## src/csvfs_pkg.sv

```systemverilog
`timescale 1ns / 1ps
`default_nettype none
// ----------------------------------------------------------------------------
// csvfs_pkg
// Shared types and constants of the CSV field splitter.
// ----------------------------------------------------------------------------
package csvfs_pkg;

	localparam int BYTE_W = 8;
	localparam int MODE_W = 3;
	localparam int CFG_IDX_W = 2;

	localparam logic [MODE_W-1:0] MODE_ROW_START   = 3'd0;
	localparam logic [MODE_W-1:0] MODE_FIELD_START = 3'd1;
	localparam logic [MODE_W-1:0] MODE_UNQUOTED    = 3'd2;
	localparam logic [MODE_W-1:0] MODE_QUOTED      = 3'd3;
	localparam logic [MODE_W-1:0] MODE_AFTER_CLOSE = 3'd4;

	localparam logic [BYTE_W-1:0] NEWLINE_BYTE = 8'h0A;
	localparam logic [BYTE_W-1:0] ZERO_BYTE    = 8'h00;

	localparam logic [BYTE_W-1:0] DELIM_RESET  = 8'd44;
	localparam logic [BYTE_W-1:0] QUOTE_RESET  = 8'd34;
	localparam logic [BYTE_W-1:0] ESCAPE_RESET = 8'd92;

	localparam logic [CFG_IDX_W-1:0] CFG_DELIMITER = 2'd0;
	localparam logic [CFG_IDX_W-1:0] CFG_QUOTE     = 2'd1;
	localparam logic [CFG_IDX_W-1:0] CFG_ESCAPE    = 2'd2;

	typedef struct packed {
		logic [BYTE_W-1:0] delimiter_char;
		logic [BYTE_W-1:0] quote_char;
		logic [BYTE_W-1:0] escape_char;
	} cfg_t;

	typedef struct packed {
		logic [BYTE_W-1:0] content_byte;
		logic              content_valid;
		logic              field_end;
		logic              row_end;
	} res_t;

endpackage
`default_nettype wire

```

## src/csv_field_splitter_top.sv

```systemverilog
`timescale 1ns / 1ps
`default_nettype none
// ----------------------------------------------------------------------------
// csv_field_splitter_top
// Splits a CSV byte stream into field content, field ends and row ends.
//
// channel  dir  payload
// s_*      in   tdata[7:0] text byte, tuser[0] kind (1 = end of input)
// m_*      out  tdata[7:0] content byte, tuser[0] content valid,
//               tuser[1] field end, tlast row end
// cfg_*    in   index 0 delimiter, 1 quote, 2 escape; data[7:0]
//
// one request per cycle while the output is not stalled; a request passes
// through the input register and then the output register
// the mode register is updated as a request leaves the input register
// end of input at row start gives no result
// a stalled output fills the skid entry, then s_tready drops
// reset restores comma, double quote and backslash and clears the mode
// ----------------------------------------------------------------------------
module csv_field_splitter_top (
	input  wire                             clk,
	input  wire                             arst_n,
	input  wire                             s_tvalid,
	output logic                            s_tready,
	input  wire  [csvfs_pkg::BYTE_W-1:0]    s_tdata,  // text_byte
	input  wire                             s_tuser,  // kind
	output logic                            m_tvalid,
	input  wire                             m_tready,
	output logic [csvfs_pkg::BYTE_W-1:0]    m_tdata,  // content_byte
	output logic [1:0]                      m_tuser,  // content_valid, field_end
	output logic                            m_tlast,  // row_end
	input  wire                             cfg_valid,
	output logic                            cfg_ready,
	input  wire  [csvfs_pkg::CFG_IDX_W-1:0] cfg_index,
	input  wire  [csvfs_pkg::BYTE_W-1:0]    cfg_data
);
	import csvfs_pkg::*;

	cfg_t cfg;
	logic res_valid;
	logic res_ready;
	res_t res;
	res_t out_res;

	csvfs_cfg u_cfg (
		.clk       (clk),
		.arst_n    (arst_n),
		.cfg_valid (cfg_valid),
		.cfg_ready (cfg_ready),
		.cfg_index (cfg_index),
		.cfg_data  (cfg_data),
		.cfg       (cfg)
	);

	csvfs_parse u_parse (
		.clk       (clk),
		.arst_n    (arst_n),
		.cfg       (cfg),
		.in_valid  (s_tvalid),
		.in_ready  (s_tready),
		.in_kind   (s_tuser),
		.in_byte   (s_tdata),
		.res_ready (res_ready),
		.res_valid (res_valid),
		.res       (res)
	);

	csvfs_skid u_skid (
		.clk       (clk),
		.arst_n    (arst_n),
		.in_valid  (res_valid),
		.in_ready  (res_ready),
		.in_res    (res),
		.out_valid (m_tvalid),
		.out_ready (m_tready),
		.out_res   (out_res)
	);

	assign m_tdata = out_res.content_byte;
	assign m_tuser = {out_res.field_end, out_res.content_valid};
	assign m_tlast = out_res.row_end;

endmodule
`default_nettype wire

```

## src/csvfs_cfg.sv

```systemverilog
`timescale 1ns / 1ps
`default_nettype none
// ----------------------------------------------------------------------------
// csvfs_cfg
// Delimiter, quote and escape registers with their write port.
// ----------------------------------------------------------------------------
module csvfs_cfg (
	input  wire                             clk,
	input  wire                             arst_n,
	input  wire                             cfg_valid,
	output logic                            cfg_ready,
	input  wire  [csvfs_pkg::CFG_IDX_W-1:0] cfg_index,
	input  wire  [csvfs_pkg::BYTE_W-1:0]    cfg_data,
	output csvfs_pkg::cfg_t                 cfg
);
	import csvfs_pkg::*;

	cfg_t cfg_q;

	assign cfg_ready = 1'b1;
	assign cfg = cfg_q;

	always_ff @(posedge clk or negedge arst_n) begin
		if (!arst_n) begin
			cfg_q.delimiter_char <= DELIM_RESET;
			cfg_q.quote_char     <= QUOTE_RESET;
			cfg_q.escape_char    <= ESCAPE_RESET;
		end else if (cfg_valid) begin
			case (cfg_index)
				CFG_DELIMITER: cfg_q.delimiter_char <= cfg_data;
				CFG_QUOTE:     cfg_q.quote_char     <= cfg_data;
				CFG_ESCAPE:    cfg_q.escape_char    <= cfg_data;
				default: ;
			endcase
		end
	end

endmodule
`default_nettype wire

```

## src/csvfs_parse.sv

```systemverilog
`timescale 1ns / 1ps
`default_nettype none
// ----------------------------------------------------------------------------
// csvfs_parse
// Input register and field/row decode with the parse mode register.
// ----------------------------------------------------------------------------
module csvfs_parse (
	input  wire                          clk,
	input  wire                          arst_n,
	input  wire  csvfs_pkg::cfg_t        cfg,
	input  wire                          in_valid,
	output logic                         in_ready,
	input  wire                          in_kind,
	input  wire  [csvfs_pkg::BYTE_W-1:0] in_byte,
	input  wire                          res_ready,
	output logic                         res_valid,
	output csvfs_pkg::res_t              res
);
	import csvfs_pkg::*;

	logic              valid_s1;
	logic              kind_s1;
	logic [BYTE_W-1:0] byte_s1;
	logic [MODE_W-1:0] mode_q;
	logic              esc_q;

	logic [MODE_W-1:0] mode_nxt;
	logic              esc_nxt;
	logic              has_res;
	logic              line_stop;
	logic              fire;
	res_t              res_c;

	assign fire      = valid_s1 && res_ready;
	assign in_ready  = !valid_s1 || res_ready;
	assign line_stop = (byte_s1 == NEWLINE_BYTE) || (byte_s1 == ZERO_BYTE);
	assign res_valid = valid_s1 && has_res;
	assign res       = res_c;

	always_comb begin
		mode_nxt = mode_q;
		esc_nxt  = esc_q;
		has_res  = 1'b1;
		res_c    = '0;
		if (kind_s1) begin
			mode_nxt = MODE_ROW_START;
			esc_nxt  = 1'b0;
			if (mode_q == MODE_UNQUOTED || mode_q == MODE_QUOTED ||
			    mode_q == MODE_AFTER_CLOSE || mode_q == MODE_FIELD_START) begin
				res_c.field_end = 1'b1;
				res_c.row_end   = 1'b1;
			end else begin
				has_res = 1'b0;
			end
		end else begin
			case (mode_q)
				MODE_UNQUOTED: begin
					if (byte_s1 == cfg.delimiter_char) begin
						res_c.field_end = 1'b1;
						mode_nxt        = MODE_FIELD_START;
					end else if (line_stop) begin
						res_c.field_end = 1'b1;
						res_c.row_end   = 1'b1;
						mode_nxt        = MODE_ROW_START;
					end else begin
						res_c.content_byte  = byte_s1;
						res_c.content_valid = 1'b1;
					end
				end
				MODE_QUOTED: begin
					if (byte_s1 == cfg.quote_char && !esc_q) begin
						mode_nxt = MODE_AFTER_CLOSE;
						esc_nxt  = 1'b0;
					end else if (byte_s1 == ZERO_BYTE) begin
						res_c.field_end = 1'b1;
						res_c.row_end   = 1'b1;
						mode_nxt        = MODE_ROW_START;
						esc_nxt         = 1'b0;
					end else if (byte_s1 == NEWLINE_BYTE) begin
						res_c.content_byte  = byte_s1;
						res_c.content_valid = 1'b1;
						res_c.field_end     = 1'b1;
						res_c.row_end       = 1'b1;
						mode_nxt            = MODE_ROW_START;
						esc_nxt             = 1'b0;
					end else begin
						res_c.content_byte  = byte_s1;
						res_c.content_valid = 1'b1;
						esc_nxt             = (byte_s1 == cfg.escape_char);
					end
				end
				MODE_AFTER_CLOSE: begin
					res_c.field_end = 1'b1;
					res_c.row_end   = line_stop;
					mode_nxt        = line_stop ? MODE_ROW_START : MODE_FIELD_START;
					esc_nxt         = 1'b0;
				end
				default: begin
					if (byte_s1 == cfg.quote_char) begin
						mode_nxt = MODE_QUOTED;
						esc_nxt  = 1'b0;
					end else if (byte_s1 == cfg.delimiter_char) begin
						res_c.field_end = 1'b1;
						mode_nxt        = MODE_FIELD_START;
					end else if (line_stop) begin
						res_c.field_end = 1'b1;
						res_c.row_end   = 1'b1;
						mode_nxt        = MODE_ROW_START;
					end else begin
						res_c.content_byte  = byte_s1;
						res_c.content_valid = 1'b1;
						mode_nxt            = MODE_UNQUOTED;
					end
				end
			endcase
		end
	end

	always_ff @(posedge clk or negedge arst_n) begin
		if (!arst_n) begin
			valid_s1 <= 1'b0;
			mode_q   <= MODE_ROW_START;
			esc_q    <= 1'b0;
		end else begin
			if (in_ready)
				valid_s1 <= in_valid;
			if (fire) begin
				mode_q <= mode_nxt;
				esc_q  <= esc_nxt;
			end
		end
	end

	always_ff @(posedge clk) begin
		if (in_valid && in_ready) begin
			kind_s1 <= in_kind;
			byte_s1 <= in_byte;
		end
	end

endmodule
`default_nettype wire

```

## src/csvfs_skid.sv

```systemverilog
`timescale 1ns / 1ps
`default_nettype none
// ----------------------------------------------------------------------------
// csvfs_skid
// Two-entry output register that keeps the result side off the parse path.
// ----------------------------------------------------------------------------
module csvfs_skid (
	input  wire                  clk,
	input  wire                  arst_n,
	input  wire                  in_valid,
	output logic                 in_ready,
	input  wire csvfs_pkg::res_t in_res,
	output logic                 out_valid,
	input  wire                  out_ready,
	output csvfs_pkg::res_t      out_res
);
	import csvfs_pkg::*;

	logic main_valid_q;
	logic skid_valid_q;
	res_t main_q;
	res_t skid_q;

	assign in_ready  = !skid_valid_q;
	assign out_valid = main_valid_q;
	assign out_res   = main_q;

	always_ff @(posedge clk or negedge arst_n) begin
		if (!arst_n) begin
			main_valid_q <= 1'b0;
			skid_valid_q <= 1'b0;
		end else if (out_ready || !main_valid_q) begin
			if (skid_valid_q) begin
				main_valid_q <= 1'b1;
				skid_valid_q <= 1'b0;
			end else begin
				main_valid_q <= in_valid;
			end
		end else if (in_valid) begin
			skid_valid_q <= 1'b1;
		end
	end

	always_ff @(posedge clk) begin
		if (out_ready || !main_valid_q) begin
			if (skid_valid_q)
				main_q <= skid_q;
			else if (in_valid)
				main_q <= in_res;
		end else if (in_valid && !skid_valid_q) begin
			skid_q <= in_res;
		end
	end

endmodule
`default_nettype wire
```

## config.mk

```make
export PLATFORM = sky130hd
export DESIGN_NAME = csv_field_splitter_top
export DESIGN_NICKNAME = d
export VERILOG_FILES = /design/src/csvfs_pkg.sv /design/src/csv_field_splitter_top.sv /design/src/csvfs_cfg.sv /design/src/csvfs_parse.sv /design/src/csvfs_skid.sv
export SDC_FILE = /design/constraint.sdc
export NUM_CORES = 1
export LEC_CHECK = 0
export BUFFER_PORTS_ARGS = -buffer_cell sky130_fd_sc_hd__buf_2
export CORE_MARGIN = 3
export CORE_UTILIZATION = 45
export DETAILED_ROUTE_END_ITERATION = 8
export SYNTH_ARGS = -nofsm -noshare
export SYNTH_HDL_FRONTEND = slang
export SYNTH_HIERARCHICAL = 1
export SYNTH_SLANG_ARGS = --single-unit
```

## constraint.sdc

```tcl
create_clock -name clk -period 3.71 [get_ports clk]
set_input_delay 0.5565 -clock clk [delete_from_list [all_inputs] [get_ports clk]]
set_output_delay 0.5565 -clock clk [all_outputs]
set_load 0.01 [all_outputs]
```

==> reports/results.txt, run 1 <==
Outcome -> complete, no violations
Synth warnings -> 6
Worst EP arrival -> 2680 ps
1st-iter DRT viols -> 85
Routed Antenna Nets -> 0
Synth top area share -> 0.3142
Vias in the first global route -> 1833
Post-CTS Resized -> 0
Post-synthesis cell type count -> 45
CTS max path bufs -> 2
Clk slew on worst S/H paths -> 80 ps
Net Count, Synth -> 236
FF+latch count, synth -> 62
Worst-Skew Late Latency -> 350 ps
Htree depth -> 3
RR Endpoint -> u_skid/out_res[5]
Flop-to-flop setup slack -> 1120 ps
Fmax -> 386.8 MHz
RSZ-0062 raised after global routing -> no
Sequential share of the synthesized area -> 0.5798
Routability cong. -> 0.8684
Hold crit path type -> input port to async pin
Syn avg cell area -> 13.98 sq um
Ant diodes -> 0
Crit Reg-Reg Startpoint -> u_parse/byte_s1[4]
Crit-path max FO -> 8
CTS hold repair buffers -> 0
Drt total wl -> 5529 um
Rows -> 28
Setup ws final -> 1125 ps
Cell total after placement -> 316
Residual DRC -> 0
Maximum VDD drop -> 293.1 uV
Crit. End Element -> flip-flop
Max-Cap Viols -> 0
WL per Instance -> 16.65 um
Cells after Synth -> 212
All-Layer GR Usage -> 0.1645
Gr ovfl total -> 0
Die area -> 7593 sq um
Pwr/cell area -> 603.2 nW/um^2
Top post-synthesis cells by area -> edfxtp_1 31%, dfrtp_1 19%, mux2_2 11%, dfstp_2 8.0%, xor2_1 6.8%
Largest net degree at the start of global routing -> 32
Ports -> 38
Area Overhead vs Synth -> 15.16%
Worst slew pin tran -> 712.6 ps
Worst Clk Skew -> 12.59 ps
DP HPWL -> 4040 um
Setup TNS -> 0 ps
Max-slew violations -> 0
Tmin final -> 2585 ps
Vias/cell -> 5.337
Antenna violations before repair -> 0
Number of flops mapped to enable cells by yosys -> 31
CP Class -> flip-flop to flip-flop
First-pass GRT wire length -> 9204 um
Post-Syn Area -> 2963 sq um
Height of the die -> 87.14 um
Most frequent cell after synthesis -> edfxtp_1
Share of layout cells above drive strength 1 -> 0.4047
PortBufs -> 36
Hold Violations, Final -> 0
# nets final -> 276
Place WS -> 1121 ps
Critical Path RT -> 3810 ps
CTS Root Cell -> clkbuf_8
Cts bufs inserted -> 9
CP Launch Type -> flip-flop
Vias -> 1772
Final setup fails -> 0
Synth Flop Type -> edfxtp_1
Core area -> 6131 sq um
CTS sink cnt -> 62
Die W -> 87.14 um
Router iterations before antenna repair -> 4
Synth top cells by count -> 31 x edfxtp_1, 29 x mux2_2, 23 x xor2_1
TritonCTS clock tree -> yes
Worst slew margin relative to its limit -> 0.5250
Cells on worst reg2reg path -> 7
Critical Path End -> u_skid/out_res[5]
Post-route insts no fill -> 332
Post-CTS Setup Inserts -> 0
Area leader, netlist -> edfxtp_1
Initial core utilization -> 0.4833
Crit. Startpoint -> u_parse/byte_s1[4]
Power, Total -> 2.058 mW
Asr flop ratio synth -> 0.5000
Fin crit share -> 0.6969
Static Leak -> 1.409 nW
==> final cells by class <==
| class | count | area, sq um |
|---|---|---|
| clock buffer | 10 | 127.6 |
| clock inverter | 6 | 111.4 |
| fill | 531 | 2719 |
| inverter | 3 | 11.26 |
| multi-input combinational | 139 | 1162 |
| sequential | 62 | 1718 |
| tap | 75 | 93.84 |
| timing repair buffer | 37 | 187.7 |
==> per-layer routing <==
layer | share of wire | GRT usage | wire length (um) | up-vias
li1 | - | - | - | 855
met4 | 0.023 | 0.08926 | 129 | 0
met3 | 0.042 | 0.04068 | 232 | 13
met2 | 0.47 | 0.2616 | 2625 | 47
met5 | 0 | 0 | 0 | -
met1 | 0.46 | 0.2057 | 2542 | 857
==> worst max-delay path, cell delays in order (launching register included) <==
cell and delay, ps:
edfxtp_1 510, nor4_1 490, nand3_1 290, a21boi_0 240, a21oi_1 230, nor3_2 110, and2_1 200, mux2_4 260
==> cell usage in the layout (no fill, tap or decap), types with 2 or more instances in the layout <==
cell type and instances:
a21oi_1 2, nor4_1 7, bufinv_16 3, a21o_1 2, xor2_1 23, dfstp_2 9
nand3b_2 2, dfrtp_1 22, buf_2 36, nand2_1 9, mux2_2 29, and2_1 11
xnor2_1 3, nand2b_1 5, mux2_4 7, edfxtp_1 31, nand3_1 5, clkbuf_8 9
inv_1 3, mux2i_1 2, nor2_1 9, a31oi_1 2
==> how the worst min path moves through the flow <==
stage | slack, ps | end | startpoint | cells past startpoint
floorplan | 260 | u_cfg/cfg[0] | arst_n | 0
global placement | 510 | u_parse/esc_q | u_parse/esc_q | 1
global route | 300 | u_skid/out_valid | arst_n | 1
finish | 270 | u_skid/out_valid | arst_n | 1
detailed placement | 520 | u_parse/esc_q | u_parse/esc_q | 1
CTS | 280 | u_cfg/cfg[20] | arst_n | 1
==> through the flow <==
stage	utilization	cell area, sq um	hold slack, ps
floorplan	-	2963	260.9
global placement	0.5176	3173	513.0
detailed placement	0.5176	3173	515.8
CTS	0.5565	3412	282.2
global route	0.5565	3412	297.9
finish	0.5565	3412	265.4
==> flip-flops by register name, indices dropped and copies added, names as in the netlist <==
name	cells
u_parse/esc_q	1
u_parse/valid_s1	1
u_skid/skid_q	11
u_skid/out_res	11
u_skid/out_valid	1
u_parse/kind_s1	1
u_parse/byte_s1	8
u_parse/mode_q	3
u_cfg/cfg	24
u_skid/skid_valid_q	1
==> cells by family after synthesis <==
logic type                after synthesis  share of synthesized area
AOI/OAI and AO/OA                      19                    0.05110
xor gates and xnor gates               26                    0.07686
buffers and inverters                  11                    0.02787
DFF                                    62                     0.5798
muxes                                  38                     0.1524
other                                   1                   0.001266
and+or+nand+nor                        55                     0.1106
==> report_power, final <==
| group | switching (mW) | leakage, nW | internal, mW |
|---|---|---|---|
| logic | 0.189 | 0.634 | 0.197 |
| clock network | 0.268 | 0.116 | 0.446 |
| registers | 0.0823 | 0.659 | 0.875 |
(Power assumes the default switching activity.)
==> run 2, diff against run 1 <==
==> constraint.sdc (replaced) <==
create_clock -name clk -period 2.4 [get_ports clk]
set_input_delay 0.36 -clock clk [delete_from_list [all_inputs] [get_ports clk]]
set_output_delay 0.36 -clock clk [all_outputs]
set_load 0.01 [all_outputs]
==> run 2 against run 1 <==
Compared with the run above:
- utilization is 2.8 points higher
- via count is 4.0% higher
- die area stayed put
- combinational power is 75% higher
- register-to-register slack worse by 1000 ps
- final area is 5.1% higher
==> reports/results.txt, run 2 (synthesized netlist as in run 1, its figures left out) <==
Post-route insts no fill -> 353 (+6.3%)
1st-iter DRT viols -> 95 (+12%)
Crit. End Element -> flip-flop
Power, Total -> 3.109 mW (+51%)
Gr ovfl total -> 0 (unchanged)
CTS Root Cell -> clkbuf_8
Top delay family on crit path -> simple AND/OR/NAND/NOR gates
Hold Violations, Final -> 0 (unchanged)
Area Overhead vs Synth -> 21.03%
Min Hold Slack -> 56.73 ps (-208.6 ps)
Antenna violations before repair -> 0 (unchanged)
Initial core utilization -> 0.4833 (unchanged)
PortBufs -> 36 (unchanged)
Crit Reg-Reg Startpoint -> u_parse/byte_s1[5]
Pwr/cell area -> 867.1 nW/um^2 (+44%)
Largest net degree at the start of global routing -> 32 (unchanged)
Vias -> 1842 (+4.0%)
CTS max path bufs -> 2 (unchanged)
Clk slew on worst S/H paths -> 70 ps (about the same)
# nets final -> 297 (+7.6%)
Vias/cell -> 5.218 (-2.2%)
Cell total after placement -> 334 (+5.7%)
TritonCTS clock tree -> yes
Rows -> 28 (unchanged)
Most frequent cells in the layout -> 36 x buf_2, 31 x edfxtp_1, 29 x mux2_2
Htree depth -> 3 (unchanged)
Cells on worst reg2reg path -> 7 (unchanged)
CTS sink cnt -> 62 (unchanged)
Die area -> 7593 sq um (unchanged)
Ports -> 38 (unchanged)
Cts bufs inserted -> 9 (unchanged)
WL per Instance -> 15.54 um (-6.7%)
Worst slew pin tran -> 680.9 ps (-31.62 ps)
RR Endpoint -> u_skid/out_res[6]
Outcome -> complete, no violations
Drt total wl -> 5485 um (-0.80%)
Critical Path RT -> 2490 ps (-1320 ps)
CP Class -> flip-flop to flip-flop
Crit-path max FO -> 8 (unchanged)
Cell Chain, Critical Path -> xor2_1, nor4_2, and3b_2, a2bb2oi_2, nor3_4, and2_1, mux2_4
Flop-to-flop setup slack -> 100 ps (-1030 ps)
Utilization after layout -> 0.5849 (+0.02837)
Hold crit path type -> input port to async pin
Worst EP arrival -> 2390 ps (-290 ps)
Tmin final -> 2303 ps (-282.0 ps)
Residual DRC -> 0 (unchanged)
Router iterations before antenna repair -> 4 (unchanged)
CP Launch Type -> flip-flop
Fin crit share -> 0.9598 (+0.2629)
Height of the die -> 87.14 um (unchanged)
# fillers -> 488 (-8.1%)
Fmax -> 434.1 MHz (+12%)
Routed Antenna Nets -> 0 (unchanged)
Worst Clk Skew -> 6.850 ps (-5.742 ps)
Die W -> 87.14 um (unchanged)
CTS hold repair buffers -> 0 (unchanged)
Final setup fails -> 0 (unchanged)
Crit path largest cell delay -> 510 ps (about the same)
Maximum VDD drop -> 509.5 uV (+74%)
Worst slew margin relative to its limit -> 0.5460 (+0.02108)
Vias in the first global route -> 1786 (-2.6%)
All-Layer GR Usage -> 0.1596 (-0.004845)
Max-slew violations -> 0 (unchanged)
Max-Cap Viols -> 0 (unchanged)
Worst-Skew Late Latency -> 340 ps (about the same)
Core area -> 6131 sq um (unchanged)
Commonest non-fill, non-tap cell in the layout -> buf_2
DP HPWL -> 4134 um (+2.3%)
Ant diodes -> 0 (unchanged)
Critical-path top delay cell -> edfxtp_1
Routability cong. -> 0.8508 (-2.0%)
Largest register FFs -> 24 (unchanged)
First-pass GRT wire length -> 8990 um (-2.3%)
Buf/Inv on CP -> 0 (unchanged)
Setup TNS -> 0 ps (unchanged)
Static Leak -> 1.500 nW (+6.4%)
Share of layout cells above drive strength 1 -> 0.4748 (+0.07015)
==> run 2: cell count changes in the layout (fill, tap and decap cells not counted), sizes merged <==
cell / delta
clkinvlp: +1
clkinv: +1
buf: +21
bufinv: -1
clkbuf: -1
==> run 2: power by group <==
part,total [mW],internal [mW],switching (mW)
sequential,1.46,1.35,0.105
clock,0.975,0.576,0.399
combinational,0.675,0.346,0.329
==> run 2: repair_timing <==
item | CTS | global route
hold endpoints to repair | 0 | 0
gates resized for setup | 1 | 8
pin swaps | 0 | 3
endpoints found under the setup margin | 8 | 8
buffers inserted | 0 | 3
==> run 2: cell type report <==
cell class / count / area, sq um / share of cell area
sequential: 62 / 1718 / 0.4791
multi-input combinational: 139 / 1205 / 0.3360
timing repair buffer: 58 / 345.3 / 0.09630
clock buffer: 9 / 123.9 / 0.03454
tap: 75 / 93.84 / 0.02617
clock inverter: 7 / 88.84 / 0.02477
inverter: 3 / 11.26 / 0.003140
==> run 2: stage by stage <==
| step | cell area (sq um) | setup WS (ps) |
|---|---|---|
| finish | 3586 | 96.57 |
| global route | 3586 | -7.413 |
| CTS | 3527 | 2.592 |
| detailed placement | 3308 | -30.62 |
| global placement | 3308 | 42.00 |
| floorplan | 2963 | 154.0 |
==> run 2: worst max path at each step <==
stage                                   end          startpoint  slack [ps]  cells past startpoint
final                     u_skid/out_res[6]  u_parse/byte_s1[5]         100                      7
after global routing      u_skid/out_res[0]  u_parse/byte_s1[4]          -7                      8
after CTS                 u_skid/out_res[6]  u_parse/byte_s1[5]           3                      8
after detailed placement  u_skid/out_res[6]  u_parse/byte_s1[5]         -30                      7
after global placement    u_skid/out_res[3]  u_parse/byte_s1[4]          40                      8
after floorplan            u_skid/skid_q[0]   u_parse/mode_q[0]         150                      5
==> run 2: routing by layer <==
metal | track usage | part of all wire | vias up
li1 | - | - | 897
met1 | 0.2102 | 0.46 | 894
met4 | 0.08787 | 0.019 | 0
met2 | 0.2457 | 0.48 | 40
met5 | 0 | 0 | -
met3 | 0.03406 | 0.037 | 11
==> run 3, diff against run 2 <==
--- a/config.mk
+++ b/config.mk
@@ -11,5 +11,5 @@
 export DETAILED_ROUTE_END_ITERATION = 8
 export SYNTH_ARGS = -nofsm -noshare
 export SYNTH_HDL_FRONTEND = slang
-export SYNTH_HIERARCHICAL = 1
 export SYNTH_SLANG_ARGS = --single-unit
+export TNS_END_PERCENT = 10
==> run 3 against run 2 <==
Compared with the run above:
- first-iteration DRC count fell by 33%
- sequential power barely moved
- hold slack improved by 12 ps
- critical path type unchanged
==> reports/results.txt, run 3 <==
Worst Clk Skew -> 8.280 ps (+1.429 ps)
Die W -> 87.37 um (+0.26%)
Rows -> 29 (+3.6%)
Cts bufs inserted -> 9 (unchanged)
Utilization after layout -> 0.5409 (-0.04395)
Synth top cells by count -> 31 x edfxtp_1, 25 x mux2_2, 22 x dfrtp_1
# nets final -> 300 (+1.0%)
Flop-to-flop setup slack -> 200 ps (+100 ps)
WL per Instance -> 16.68 um (+7.4%)
Height of the die -> 87.37 um (+0.26%)
Vias -> 1883 (+2.2%)
DP HPWL -> 4436 um (+7.3%)
Max-slew violations -> 0 (unchanged)
FF/Latch Area -> 1718 sq um (unchanged)
Synth Flop Type -> edfxtp_1
Asr flop ratio synth -> 0.5000 (unchanged)
Worst slew pin tran -> 721.5 ps (+40.58 ps)
Pwr/cell area -> 873.0 nW/um^2 (+0.68%)
# fillers -> 570 (+17%)
Critical Path RT -> 2570 ps (+80 ps)
Cells on worst reg2reg path -> 6 (-1)
Vias/cell -> 5.260 (+0.80%)
1st-iter DRT viols -> 64 (-33%)
Synth warnings -> 0 (-6)
All-Layer GR Usage -> 0.1797 (+0.02011)
Net Count, Synth -> 254 (+7.6%)
Ports -> 38 (unchanged)
Post-synthesis cell type count -> 44 (-2.2%)
Post-Syn Area -> 2979 sq um (+0.55%)
Min Hold Slack -> 68.29 ps (+11.55 ps)
CP Class -> flip-flop to flip-flop
Largest net degree at the start of global routing -> 32 (unchanged)
Post-route cell area -> 3455 sq um (-3.7%)
CTS sink cnt -> 62 (unchanged)
CTS hold repair buffers -> 0 (unchanged)
Static Leak -> 1.373 nW (-8.5%)
Area Overhead vs Synth -> 15.96%
Setup TNS -> 0 ps (unchanged)
Crit-path max FO -> 6 (-2)
Gr ovfl total -> 0 (unchanged)
Crit. End Element -> flip-flop
Setup ws final -> 200.5 ps (+104.0 ps)
Hold Violations, Final -> 0 (unchanged)
Hold crit path type -> input port to async pin
Routed Antenna Nets -> 0 (unchanged)
Drt total wl -> 5973 um (+8.9%)
Initial core utilization -> 0.4665 (-0.01677)
Crit Reg-Reg Startpoint -> u_parse.byte_s1[0]
Most frequent cell after synthesis -> edfxtp_1
Area leader, netlist -> edfxtp_1
Max-Cap Viols -> 0 (unchanged)
RSZ-0062 raised after global routing -> no
CTS max path bufs -> 2 (unchanged)
Residual DRC -> 0 (unchanged)
Share of layout cells above drive strength 1 -> 0.3630 (-0.1118)
Worst EP arrival -> 2370 ps (-20 ps)
Maximum VDD drop -> 504.1 uV (-1.1%)
Place WS -> 87.58 ps (+118.2 ps)
Cell total after placement -> 341 (+2.1%)
FF+latch count, synth -> 62 (unchanged)
Post-route insts no fill -> 358 (+1.4%)
Outcome -> complete, no violations
Syn avg cell area -> 12.95 sq um (-7.3%)
TritonCTS clock tree -> yes
Clk slew on worst S/H paths -> 70 ps (about the same)
Fmax -> 454.7 MHz (+4.7%)
CP Launch Type -> flip-flop
Fin crit share -> 0.9164 (-0.04332)
Power, Total -> 3.016 mW (-3.0%)
Sequential share of the synthesized area -> 0.5766 (-0.003166)
Final setup fails -> 0 (unchanged)
CTS Root Cell -> clkbuf_8
First-pass GRT wire length -> 10110 um (+12%)
Worst-Skew Late Latency -> 340 ps (about the same)
Core area -> 6386 sq um (+4.2%)
Commonest non-fill, non-tap cell in the layout -> buf_2
Tmin final -> 2199 ps (-104.0 ps)
Htree depth -> 3 (unchanged)
Largest register FFs -> 24 (unchanged)
PortBufs -> 36 (unchanged)
Cells after Synth -> 230 (+8.5%)
Router iterations before antenna repair -> 4 (unchanged)
Worst slew margin relative to its limit -> 0.5190 (-0.02705)
Vias in the first global route -> 1968 (+10%)
RR Endpoint -> u_skid.out_res[1]
Top post-synthesis cells by area -> edfxtp_1 31%, dfrtp_1 18%, mux2_2 9.4%, dfstp_2 7.9%, xnor2_1 4.7%
Crit. Startpoint -> u_parse.byte_s1[0]
Die area -> 7633 sq um (+0.52%)
Most frequent cells in the layout -> 36 x buf_2, 31 x edfxtp_1, 25 x mux2_2
Number of flops mapped to enable cells by yosys -> 31 (unchanged)
Multi-input logic area -> 1166 sq um (-3.2%)
Antenna violations before repair -> 0 (unchanged)
Routability cong. -> 0.8759 (+3.0%)
Synth top area share -> 0.3125 (-0.001715)
Ant diodes -> 0 (unchanged)
Area post-placement -> 3264 sq um (-1.3%)
[run 3: cell types whose count changed after synthesis, moves of 3 or more]
cell	change
mux2_4	-7
a21oi_1	+4
xor2_1	-13
buf_2	+4
nor2b_1	+10
nor4_1	-3
mux2_2	-4
o21ai_0	+3
a22o_1	+9
nand4_1	+4
nand3_1	-5
xnor2_1	+13
nor3b_1	+3
[run 3: where the power goes]
| group | switching (mW) | internal [mW] | leakage, nW |
|---|---|---|---|
| registers | 0.125 | 1.36 | 0.660 |
| logic | 0.342 | 0.332 | 0.623 |
| clock network | 0.387 | 0.471 | 0.0900 |
| total | 0.854 | 2.16 | 1.37 |
[run 3: layer usage]
layer  part of all wire  vias to the layer above  track usage
met4              0.014                        0      0.07810
met5                  0                        -            0
li1                   -                      918            -
met3              0.046                        8      0.05014
met2               0.48                       45       0.2795
met1               0.46                      912       0.2344
[run 3: how the worst max path moves through the flow]
stage                        endpoint  depth (start not counted)  slack [ps]
floorplan           u_skid.out_res[9]                          7         230
global placement    u_skid.out_res[0]                          6         170
detailed placement  u_skid.out_res[0]                          6          90
CTS                 u_skid.out_res[0]                          6          90
global route        u_skid.out_res[0]                          7           2
finish              u_skid.out_res[1]                          6         200
[run 3: logic make-up (layout without fill, tap and decap cells)]
family          count (synthesis)  in the layout  share of synthesized area
compound gates                 37             37                    0.09702
xor+xnor                       26             26                    0.07644
buf+inv                        18             69                    0.03234
flops                          62             62                     0.5766
mux                            25             25                    0.09450
other cells                     1              1                   0.001259
simple gates                   61             61                     0.1218
[run 3: what timing repair did]
| item | CTS | global route |
|---|---|---|
| resized for setup | 0 | 2 |
| endpoints found under the setup margin | 0 | 5 |
| setup buffers | 0 | 1 |
[run 3: cell type report]
cell class,instances,area share
repair buffers,49,0.08041
clock buffers,11,0.03803
well taps,77,0.02789
inverters,4,0.004346
clock inverters,5,0.01449
multi-input cells,150,0.3376
flip-flops and latches,62,0.4973
[run 3: worst max-delay path: stages, from the launching register on]
cell      delay (ps)
edfxtp_1         510
or4_4            600
nor4_4           280
a21oi_1          140
o21ai_1          220
o21ai_1          110
o31ai_2          180
